<file path="src/design/tmi_pkg.sv">
package tmi_pkg;

    // result codes
    localparam logic [2:0] ST_LOADED    = 3'd0;
    localparam logic [2:0] ST_EXEC      = 3'd1;
    localparam logic [2:0] ST_OUT       = 3'd2;
    localparam logic [2:0] ST_NEED      = 3'd3;
    localparam logic [2:0] ST_END       = 3'd4;
    localparam logic [2:0] ST_RIGHT     = 3'd5;
    localparam logic [2:0] ST_LEFT      = 3'd6;
    localparam logic [2:0] ST_UNMATCHED = 3'd7;

    // request opcodes
    localparam logic [1:0] OP_LOAD    = 2'd0;
    localparam logic [1:0] OP_STEP    = 2'd1;
    localparam logic [1:0] OP_RESTART = 2'd2;

    // instruction characters
    localparam logic [7:0] CH_INC   = 8'h2B;
    localparam logic [7:0] CH_DEC   = 8'h2D;
    localparam logic [7:0] CH_RIGHT = 8'h3E;
    localparam logic [7:0] CH_LEFT  = 8'h3C;
    localparam logic [7:0] CH_PUT   = 8'h2E;
    localparam logic [7:0] CH_GET   = 8'h2C;
    localparam logic [7:0] CH_OPEN  = 8'h5B;
    localparam logic [7:0] CH_CLOSE = 8'h5D;

    typedef enum logic [1:0] {
        K_LOAD,
        K_STEP,
        K_RESTART,
        K_NOP
    } t_kind;

    typedef struct packed {
        t_kind       kind;
        logic [11:0] prog_addr;
        logic [7:0]  prog_byte;
        logic        last_byte;
        logic        input_valid;
        logic [7:0]  input_byte;
    } t_cmd;

    typedef struct packed {
        logic [2:0]  status;
        logic [7:0]  out_byte;
        logic [12:0] program_counter;
        logic [14:0] cell_pointer;
    } t_res;

    typedef enum logic [2:0] {
        S_CLEAR,
        S_IDLE,
        S_EXEC,
        S_SCANF_RD,
        S_SCANF_CK,
        S_SCANB_RD,
        S_SCANB_CK
    } t_state;

endpackage

</file>
<file path="src/design/tmi_front.sv">
module tmi_front #(
    parameter int PROG_DEPTH = 4096
) (
    input  logic          i_clk,
    input  logic          i_rst_n,
    input  logic          i_valid,
    output logic          o_ready,
    input  logic [1:0]    i_opcode,
    input  logic [11:0]   i_prog_addr,
    input  logic [7:0]    i_prog_byte,
    input  logic          i_last_byte,
    input  logic          i_input_valid,
    input  logic [7:0]    i_input_byte,
    output logic          o_cmd_valid,
    output tmi_pkg::t_cmd o_cmd,
    input  logic          i_pop
);
    import tmi_pkg::*;

    localparam int QD = 2;

    t_cmd       r_q [QD];
    logic       r_wp, r_rp;
    logic [1:0] r_cnt;
    t_cmd       cls;
    logic       push;

    // classify: out-of-range loads and the spare opcode carry no work
    always_comb begin
        cls.prog_addr   = i_prog_addr;
        cls.prog_byte   = i_prog_byte;
        cls.last_byte   = i_last_byte;
        cls.input_valid = i_input_valid;
        cls.input_byte  = i_input_byte;
        unique case (i_opcode)
            OP_LOAD:    cls.kind = (32'(i_prog_addr) < 32'(PROG_DEPTH)) ? K_LOAD : K_NOP;
            OP_STEP:    cls.kind = K_STEP;
            OP_RESTART: cls.kind = K_RESTART;
            default:    cls.kind = K_NOP;
        endcase
    end

    assign o_ready     = (r_cnt != 2'(QD));
    assign push        = i_valid && o_ready;
    assign o_cmd_valid = (r_cnt != 2'd0);
    assign o_cmd       = r_q[r_rp];

    always_ff @(posedge i_clk) begin
        if (push) begin
            r_q[r_wp] <= cls;
        end
    end

    always_ff @(posedge i_clk) begin
        if (!i_rst_n) begin
            r_wp  <= 1'b0;
            r_rp  <= 1'b0;
            r_cnt <= 2'd0;
        end else begin
            if (push) begin
                r_wp <= ~r_wp;
            end
            if (i_pop) begin
                r_rp <= ~r_rp;
            end
            r_cnt <= r_cnt + 2'(push) - 2'(i_pop);
        end
    end

endmodule

</file>
<file path="config.mk">
export PLATFORM = sky130hd
export DESIGN_NAME = tmi_front
export DESIGN_NICKNAME = d
export VERILOG_FILES = /design/src/design/tmi_pkg.sv /design/src/design/tmi_front.sv
export SDC_FILE = /design/constraint.sdc
export NUM_CORES = 1
export LEC_CHECK = 0
export BUFFER_PORTS_ARGS = -buffer_cell sky130_fd_sc_hd__buf_2
export CORE_MARGIN = 3
export CORE_UTILIZATION = 51
export CTS_CLUSTER_SIZE = 30
export DETAILED_ROUTE_END_ITERATION = 6
export PLACE_DENSITY = 0.78
export SKIP_LAST_GASP = 1
export SLEW_MARGIN = 20
export SYNTH_ARGS = -nofsm -noshare
export SYNTH_HDL_FRONTEND = slang
export SYNTH_SLANG_ARGS = --single-unit
</file>
<file path="constraint.sdc">
create_clock -name i_clk -period 1.9 [get_ports i_clk]
set_input_delay 0.095 -clock i_clk [delete_from_list [all_inputs] [get_ports i_clk]]
set_output_delay 0.095 -clock i_clk [all_outputs]
set_load 0.01 [all_outputs]
</file>
==> results of run 1 <==
[through the flow]
step | utilization | worst slack (ns)
after global routing | 0.736 | 0.107
after floorplan | - | 0.0549
after global placement | 0.630 | 0.458
final | 0.736 | 0.284
after detailed placement | 0.630 | 0.306
after CTS | 0.736 | 0.296
[power by group]
group	switching, mW	internal [mW]	leakage [nW]
registers	0.0405	1.81	0.639
clock network	0.497	0.631	0.0944
logic	0.269	0.279	0.634
total	0.806	2.72	1.37
[Yosys cell counts, types with 2 or more instances]
master    count  share of area
clkbuf_1      2         0.0029
edfxtp_1     64           0.74
mux2_2       30           0.13
dfxtp_1       5          0.039
buf_4         3         0.0087
mux2_1        2         0.0087
nand3b_1      2         0.0058
nand2_1       2         0.0029
and2_1        3         0.0073
inv_1         2         0.0029
[layout make-up]
type / instances / area, um2 / share of cell area
clock buffers: 11 / 141 / 0.0399
clock inverters: 5 / 50.0 / 0.0141
inverters: 2 / 7.51 / 0.00212
multi-input cells: 53 / 519 / 0.146
flip-flops and latches: 69 / 2020 / 0.570
well taps: 67 / 83.8 / 0.0236
repair buffers: 105 / 721 / 0.203
[placed cells by master (no fill, tap or decap)]
cell type      synthesis  final
a211o_1                1      1
a211oi_1               1      1
a21bo_2                1      1
a21boi_1               1      1
a21boi_2               1      1
and2_1                 3      3
and3_1                 1      1
buf_12                 0      2
buf_2                  0     69
buf_4                  3      2
bufinv_16              0      1
clkbuf_1               2      1
clkbuf_8               0     10
clkinv_1               0      2
clkinv_2               0      1
clkinvlp_4             0      1
dfxtp_1                5      5
dlygate4sd3_1          0     32
edfxtp_1              64     64
ha_1                   1      1
inv_1                  2      2
mux2_1                 2      2
mux2_2                30     30
mux2i_1                1      1
nand2_1                2      2
nand2b_1               1      1
nand3_1                1      1
nand3b_1               2      2
nor4b_1                1      1
or2_2                  1      1
xnor2_1                1      1
xor2_1                 1      1
[state kept, by name, summed over array words and instances (netlist names), named ones only]
signal / cells
r_cnt: 2
r_q: 64
r_rp: 1
r_wp: 1
[worst register-to-register path, stage by stage (launching register included)]
cell and delay [ns]:
dfxtp_1 0.40, nand2b_1 0.21, nand2_1 0.09, xnor2_1 0.16
ha_1 0.23, nand3b_1 0.12, mux2i_1 0.07, a211o_1 0.23
[worst max path at each step]
stage | slack (ns) | cells past startpoint | end | start
floorplan | 0.05 | 2 | r_q[1][0]$_DFFE_PP_ | r_cnt[0]$_SDFF_PN0_
global placement | 0.46 | 7 | r_cnt[1]$_SDFF_PN0_ | r_cnt[0]$_SDFF_PN0_
detailed placement | 0.31 | 7 | r_cnt[1]$_SDFF_PN0_ | r_cnt[0]$_SDFF_PN0_
CTS | 0.30 | 7 | r_cnt[1]$_SDFF_PN0_ | r_cnt[0]$_SDFF_PN0_
global route | 0.11 | 7 | r_cnt[1]$_SDFF_PN0_ | r_cnt[0]$_SDFF_PN0_
finish | 0.28 | 7 | r_cnt[1]$_SDFF_PN0_ | r_cnt[0]$_SDFF_PN0_
[cell families (layout without fill, tap and decap cells)]
logic type	after synthesis	after routing	synth area share
compound gates	5	5	0.0174
xor+xnor	2	2	0.00678
fa+ha+maj	1	1	0.00484
buf+inv	8	123	0.0165
flops	69	69	0.783
mux	33	33	0.143
simple gates	12	12	0.0286
[routing by layer]
metal	up-vias	share of wire
met5	-	0
met3	9	0.052
met1	758	0.40
met2	49	0.54
met4	0	0.014
li1	722	-
==> reports/metrics.csv, run 1 <==
stage;metric;value;unit
clock_tree;CTS Root Cell;clkbuf_8;
global_routing;GRT Util Overall;0.184;
synthesis;Synth async-reset ratio;0;
critical_path;largest stage delay on the critical path;0.40;ns
sta;worst-margin pin slew;0.280;ns
clock_tree;clock transition at the registers of the reported paths;0.07;ns
cells_and_area;ant diodes;0;
critical_path;critical path launch point type;register;
global_routing;largest net degree at the start of global routing;33;
sta;Slew headroom;0.811;
routing;vias per cell;4.93;
critical_path;CP max-delay cell;dfxtp_1;
floorplanning;Chip Width;77.2;um
sta;final setup fails;0;
sta;RSZ-0062 raised after global routing;no;
sta;WHS;0.0918;ns
sta;Slew Viols, Final;0;
routing;vias;1538;
critical_path;r2r setup slk;0.28;ns
critical_path;CP delay by family, top;simple AND/OR/NAND/NOR gates;
global_routing;global-route wire length before repair;8190;um
flow_run;Max Cap Viol;0;
sta;post-layout minimum cycle time;1.62;ns
global_routing;vias in the first global route;1685;
cells_and_area;Final Cell Area;3540;um2
clock_tree;hold_buf cts;32;
floorplanning;cell row count;25;
place;post-detail-place hpwl;3040;um
critical_path;worst-path maximum fanout;5;
routing;routed length per instance;15.9;um
global_routing;met2 GRT Util;0.308;
synthesis;Synth Flop Type;edfxtp_1;
synthesis;EDFF count, synth;64;
synthesis;count of unique library cells instantiated by Yosys;25;
critical_path;Critical Path RT;2.12;ns
critical_path;critical path class;reg -> reg;
synthesis;synth warn;0;
routing;Routed Antenna Nets;0;
critical_path;reg2reg path depth;7;
place;placed cells;264;
global_routing;antenna violations before repair;0;
routing;initial DRC count;149;
cells_and_area;Filler cells;319;
cells_and_area;Net count, final;277;
critical_path;R2R Path End;r_cnt[1]$_SDFF_PN0_;
global_routing;GR Layer Usage met3;0.0599;
worst_hold_path;hold depth;2;
synthesis;Post-Synthesis Cells;130;
clock_tree;CTS tree;yes;
power;P_leak;1.37;nW
clock_tree;Num Clock Sinks;69;
critical_path;CP arrival;1.84;ns
place;gpl congestion;0.650;
sta;post-route clock period utilization;0.850;
sta;fmax;619;MHz
synthesis;Post-Syn Nets;167;
floorplanning;I/O pin cnt;70;
power;Max VDD drop;768;uV
critical_path;CP endpoint kind;register;
floorplanning;die height;77.2;um
routing;drt total wl;4970;um
power;PwrDens;996;nW/um2
routing;DR pass1 iterations;5;
critical_path;Reg2Reg Launch Point;r_cnt[0]$_SDFF_PN0_;
floorplanning;Die Area;5960;um2
global_routing;met1 global-route usage;0.210;
clock_tree;clk buf depth;2;
sta;setup total negative slack;0;ns
cells_and_area;layout cells sized above 1;0.486;
synthesis;flops & latches, synth;69;
clock_tree;Num CTS Buffers;9;
status;status;complete, no violations;
clock_tree;post-cts sizing count;0;
synthesis;register area share after synthesis;0.783;
global_routing;GRT overflow;0;
critical_path;WP buf/inv;0;
power;Total Power;3.53;mW
clock_tree;number of H-tree levels;3;
floorplanning;Initial Util;0.536;
worst_hold_path;Hold Path Origin;i_rst_n;
place;placed cell areas;3030;um2
synthesis;synthesized area;2580;um2
synthesis;Avg Inst Size Synth;19.9;um2
place;port bufs;69;
floorplanning;CORE AREA;4820;um2
worst_hold_path;hold crit path type;in -> reg;
clock_tree;clock latency on the worst-skew pair;0.33;ns
routing;Remaining DRCs;0;
sta;Layout Skew;0.00831;ns
critical_path;crit path cell chain;nand2b_1 > nand2_1 > xnor2_1 > ha_1 > nand3b_1 > mux2i_1 > a211o_1;
sta;Final Hold Fails;0;
clock_tree;setup repair bufs after CTS;0;
worst_hold_path;Hold Path End;r_cnt[0]$_SDFF_PN0_;
global_routing;gr busiest metal;met2;
cells_and_area;area delta synth->final;37.2;%
cells_and_area;Layout Cells excl Fill;312;
Power figures use the tool's default switching activity.
==> inputs of run 2 (changes only) <==
--- a/config.mk
+++ b/config.mk
@@ -6,7 +6,7 @@
 export NUM_CORES = 1
 export LEC_CHECK = 0
 export BUFFER_PORTS_ARGS = -buffer_cell sky130_fd_sc_hd__buf_2
-export CORE_MARGIN = 3
+export CORE_ASPECT_RATIO = 1.4
 export CORE_UTILIZATION = 51
 export CTS_CLUSTER_SIZE = 30
 export DETAILED_ROUTE_END_ITERATION = 6
==> run 2 against run 1 <==
  * Via count decreased by 0.39%
  * Final cell count decreased by 0.96%
  * First-iteration DRC count decreased by 64%
  * Critical path depth unchanged
  * Sequential share of layout area decreased by 0.30 points
  * Worst hold slack got worse by 0.016 ns
  * Global-route usage increased by 1.1 points
  * Cell area increased by 0.53%
  * Critical endpoint unchanged
==> reports/metrics.csv, run 2 (synthesized netlist as in run 1, its figures left out) <==
stage;metric;value;unit
status;status;complete, no violations;
clock_tree;clk buf depth;2;
cells_and_area;Net count, final;277;
routing;Routed Antenna Nets;0;
cells_and_area;Final Cell Area;3560;um2
global_routing;global-route wire length before repair;7560;um
clock_tree;CTS tree;yes;
critical_path;CP max-delay cell;dfxtp_1;
clock_tree;clock latency on the worst-skew pair;0.34;ns
power;clock share of power;0.342;
cells_and_area;ant diodes;0;
critical_path;largest stage delay on the critical path;0.39;ns
routing;initial DRC count;53;
critical_path;Critical Path RT;2.13;ns
critical_path;r2r setup slk;0.26;ns
cells_and_area;most frequent cells in the layout;buf_2, edfxtp_1, dlygate4sd3_1, mux2_2, clkbuf_8;
sta;post-route clock period utilization;0.861;
sta;Slew headroom;0.773;
power;sequential group share of total power;0.508;
place;Place WS;0.300;ns
clock_tree;number of H-tree levels;3;
cells_and_area;area delta synth->final;37.9;%
place;placed cell areas;3030;um2
routing;DR pass1 iterations;5;
clock_tree;Num Clock Sinks;69;
critical_path;worst-path maximum fanout;5;
global_routing;GRT Util Overall;0.194;
floorplanning;Initial Util;0.534;
clock_tree;CTS Root Cell;clkbuf_8;
cells_and_area;biggest regs;r_q x64, r_cnt x2;
floorplanning;CORE AREA;4840;um2
cells_and_area;Filler cells;298;
global_routing;GRT overflow;0;
routing;vias;1532;
cells_and_area;max reg flops;64;
sta;worst-margin pin slew;0.336;ns
floorplanning;cell row count;30;
sta;post-layout minimum cycle time;1.64;ns
power;P_leak;1.38;nW
power;Max VDD drop;613;uV
critical_path;crit path cell chain;nand2b_1 > nand2_1 > xnor2_1 > ha_1 > nand3b_1 > mux2i_1 > a211o_1;
critical_path;critical path class;reg -> reg;
sta;Slew Viols, Final;0;
floorplanning;die height;86.2;um
routing;vias per cell;4.96;
global_routing;vias in the first global route;1614;
sta;Layout Skew;0.00682;ns
clock_tree;clock transition at the registers of the reported paths;0.07;ns
power;power share of the combinational group;0.150;
sta;fmax;611;MHz
cells_and_area;most common cell after layout, fill and taps aside;buf_2;
critical_path;CP endpoint kind;register;
floorplanning;Chip Width;62.2;um
sta;setup total negative slack;0;ns
place;post-detail-place hpwl;3000;um
critical_path;critical path launch point type;register;
flow_run;Max Cap Viol;0;
floorplanning;Die Area;5360;um2
power;Switch Pwr;0.826;mW
sta;slack of the critical path;0.264;ns
power;PwrDens;1020;nW/um2
routing;drt total wl;4700;um
clock_tree;setup repair bufs after CTS;0;
place;gpl congestion;0.666;
sta;final setup fails;0;
sta;WHS;0.0756;ns
sta;Final Hold Fails;0;
global_routing;antenna violations before repair;0;
sta;RSZ-0062 raised after global routing;no;
routing;Remaining DRCs;0;
worst_hold_path;hold crit path type;in -> reg;
cells_and_area;Biggest register;r_q;
power;sw frac;0.226;
critical_path;CP arrival;1.86;ns
power;Total Power;3.65;mW
global_routing;largest net degree at the start of global routing;33;
place;port bufs;69;
cells_and_area;layout cells sized above 1;0.494;
clock_tree;Num CTS Buffers;9;
floorplanning;I/O pin cnt;70;
routing;routed length per instance;15.2;um
power;Power Internal;2.82;mW
-- run 2: cell types whose count changed in the layout (fill, tap and decap cells not counted) --
| cell | before | now |
|---|---|---|
| clkinv_4 | 0 | 1 |
| clkinv_2 | 1 | 2 |
| clkbuf_8 | 10 | 9 |
| bufinv_16 | 1 | 2 |
| clkinv_1 | 2 | 1 |
| clkbuf_1 | 1 | 0 |
-- run 2: final timing paths --
kind,from,to,depth (start not counted)
worst max-delay path,r_cnt[0]$_SDFF_PN0_,r_cnt[1]$_SDFF_PN0_,7
worst min-delay path,i_rst_n,r_cnt[1]$_SDFF_PN0_,2
worst max register to register,r_cnt[0]$_SDFF_PN0_,r_cnt[1]$_SDFF_PN0_,7
worst min register to register,r_rp$_SDFFE_PN0P_,register,2
-- run 2: worst max-delay path: cells and delay by family, from the launching register on --
kind            cells  cell delay [ns]
simple gates        3             0.45
flops               1             0.39
fa+ha+maj           1             0.24
compound gates      1             0.22
xor+xnor            1             0.15
mux                 1             0.07
-- run 2: power groups by stage --
| stage | clock (mW) | combinational (mW) | sequential (mW) |
|---|---|---|---|
| after floorplan | 0 | 0.289 | 1.87 |
| after global placement | 0 | 0.475 | 1.87 |
| final | 1.25 | 0.546 | 1.85 |
| after CTS | 1.27 | 0.551 | 1.85 |
| after detailed placement | 0 | 0.496 | 1.89 |
| after global routing | 1.32 | 0.588 | 1.87 |
-- run 2: cell type report --
cell class              instances  area, um2  area share
inverters                       2       7.51     0.00211
clock buffers                   9        124      0.0348
repair buffers                105        721       0.202
well taps                      64       80.1      0.0225
multi-input cells              53        519       0.146
flip-flops and latches         69       2020       0.567
clock inverters                 7       90.1      0.0253
-- run 2: stage by stage --
step                cells  utilization
finish                309        0.736
global route          309        0.736
CTS                   309        0.736
detailed placement    261        0.626
global placement      261        0.626
floorplan             130            -
-- run 2: repair_timing --
item | in CTS | in global routing
hold buffers | 32 | 0
gates resized for setup | 0 | 0
endpoints found under the hold margin | 64 | 0
-- run 2: metal layers --
metal,wire [um],vias up,part of all wire,GRT usage
met1,1850,738,0.39,0.211
met5,0,-,0,0
met2,2500,58,0.53,0.337
met4,127,0,0.027,0.104
met3,233,12,0.050,0.0658
li1,-,724,-,-
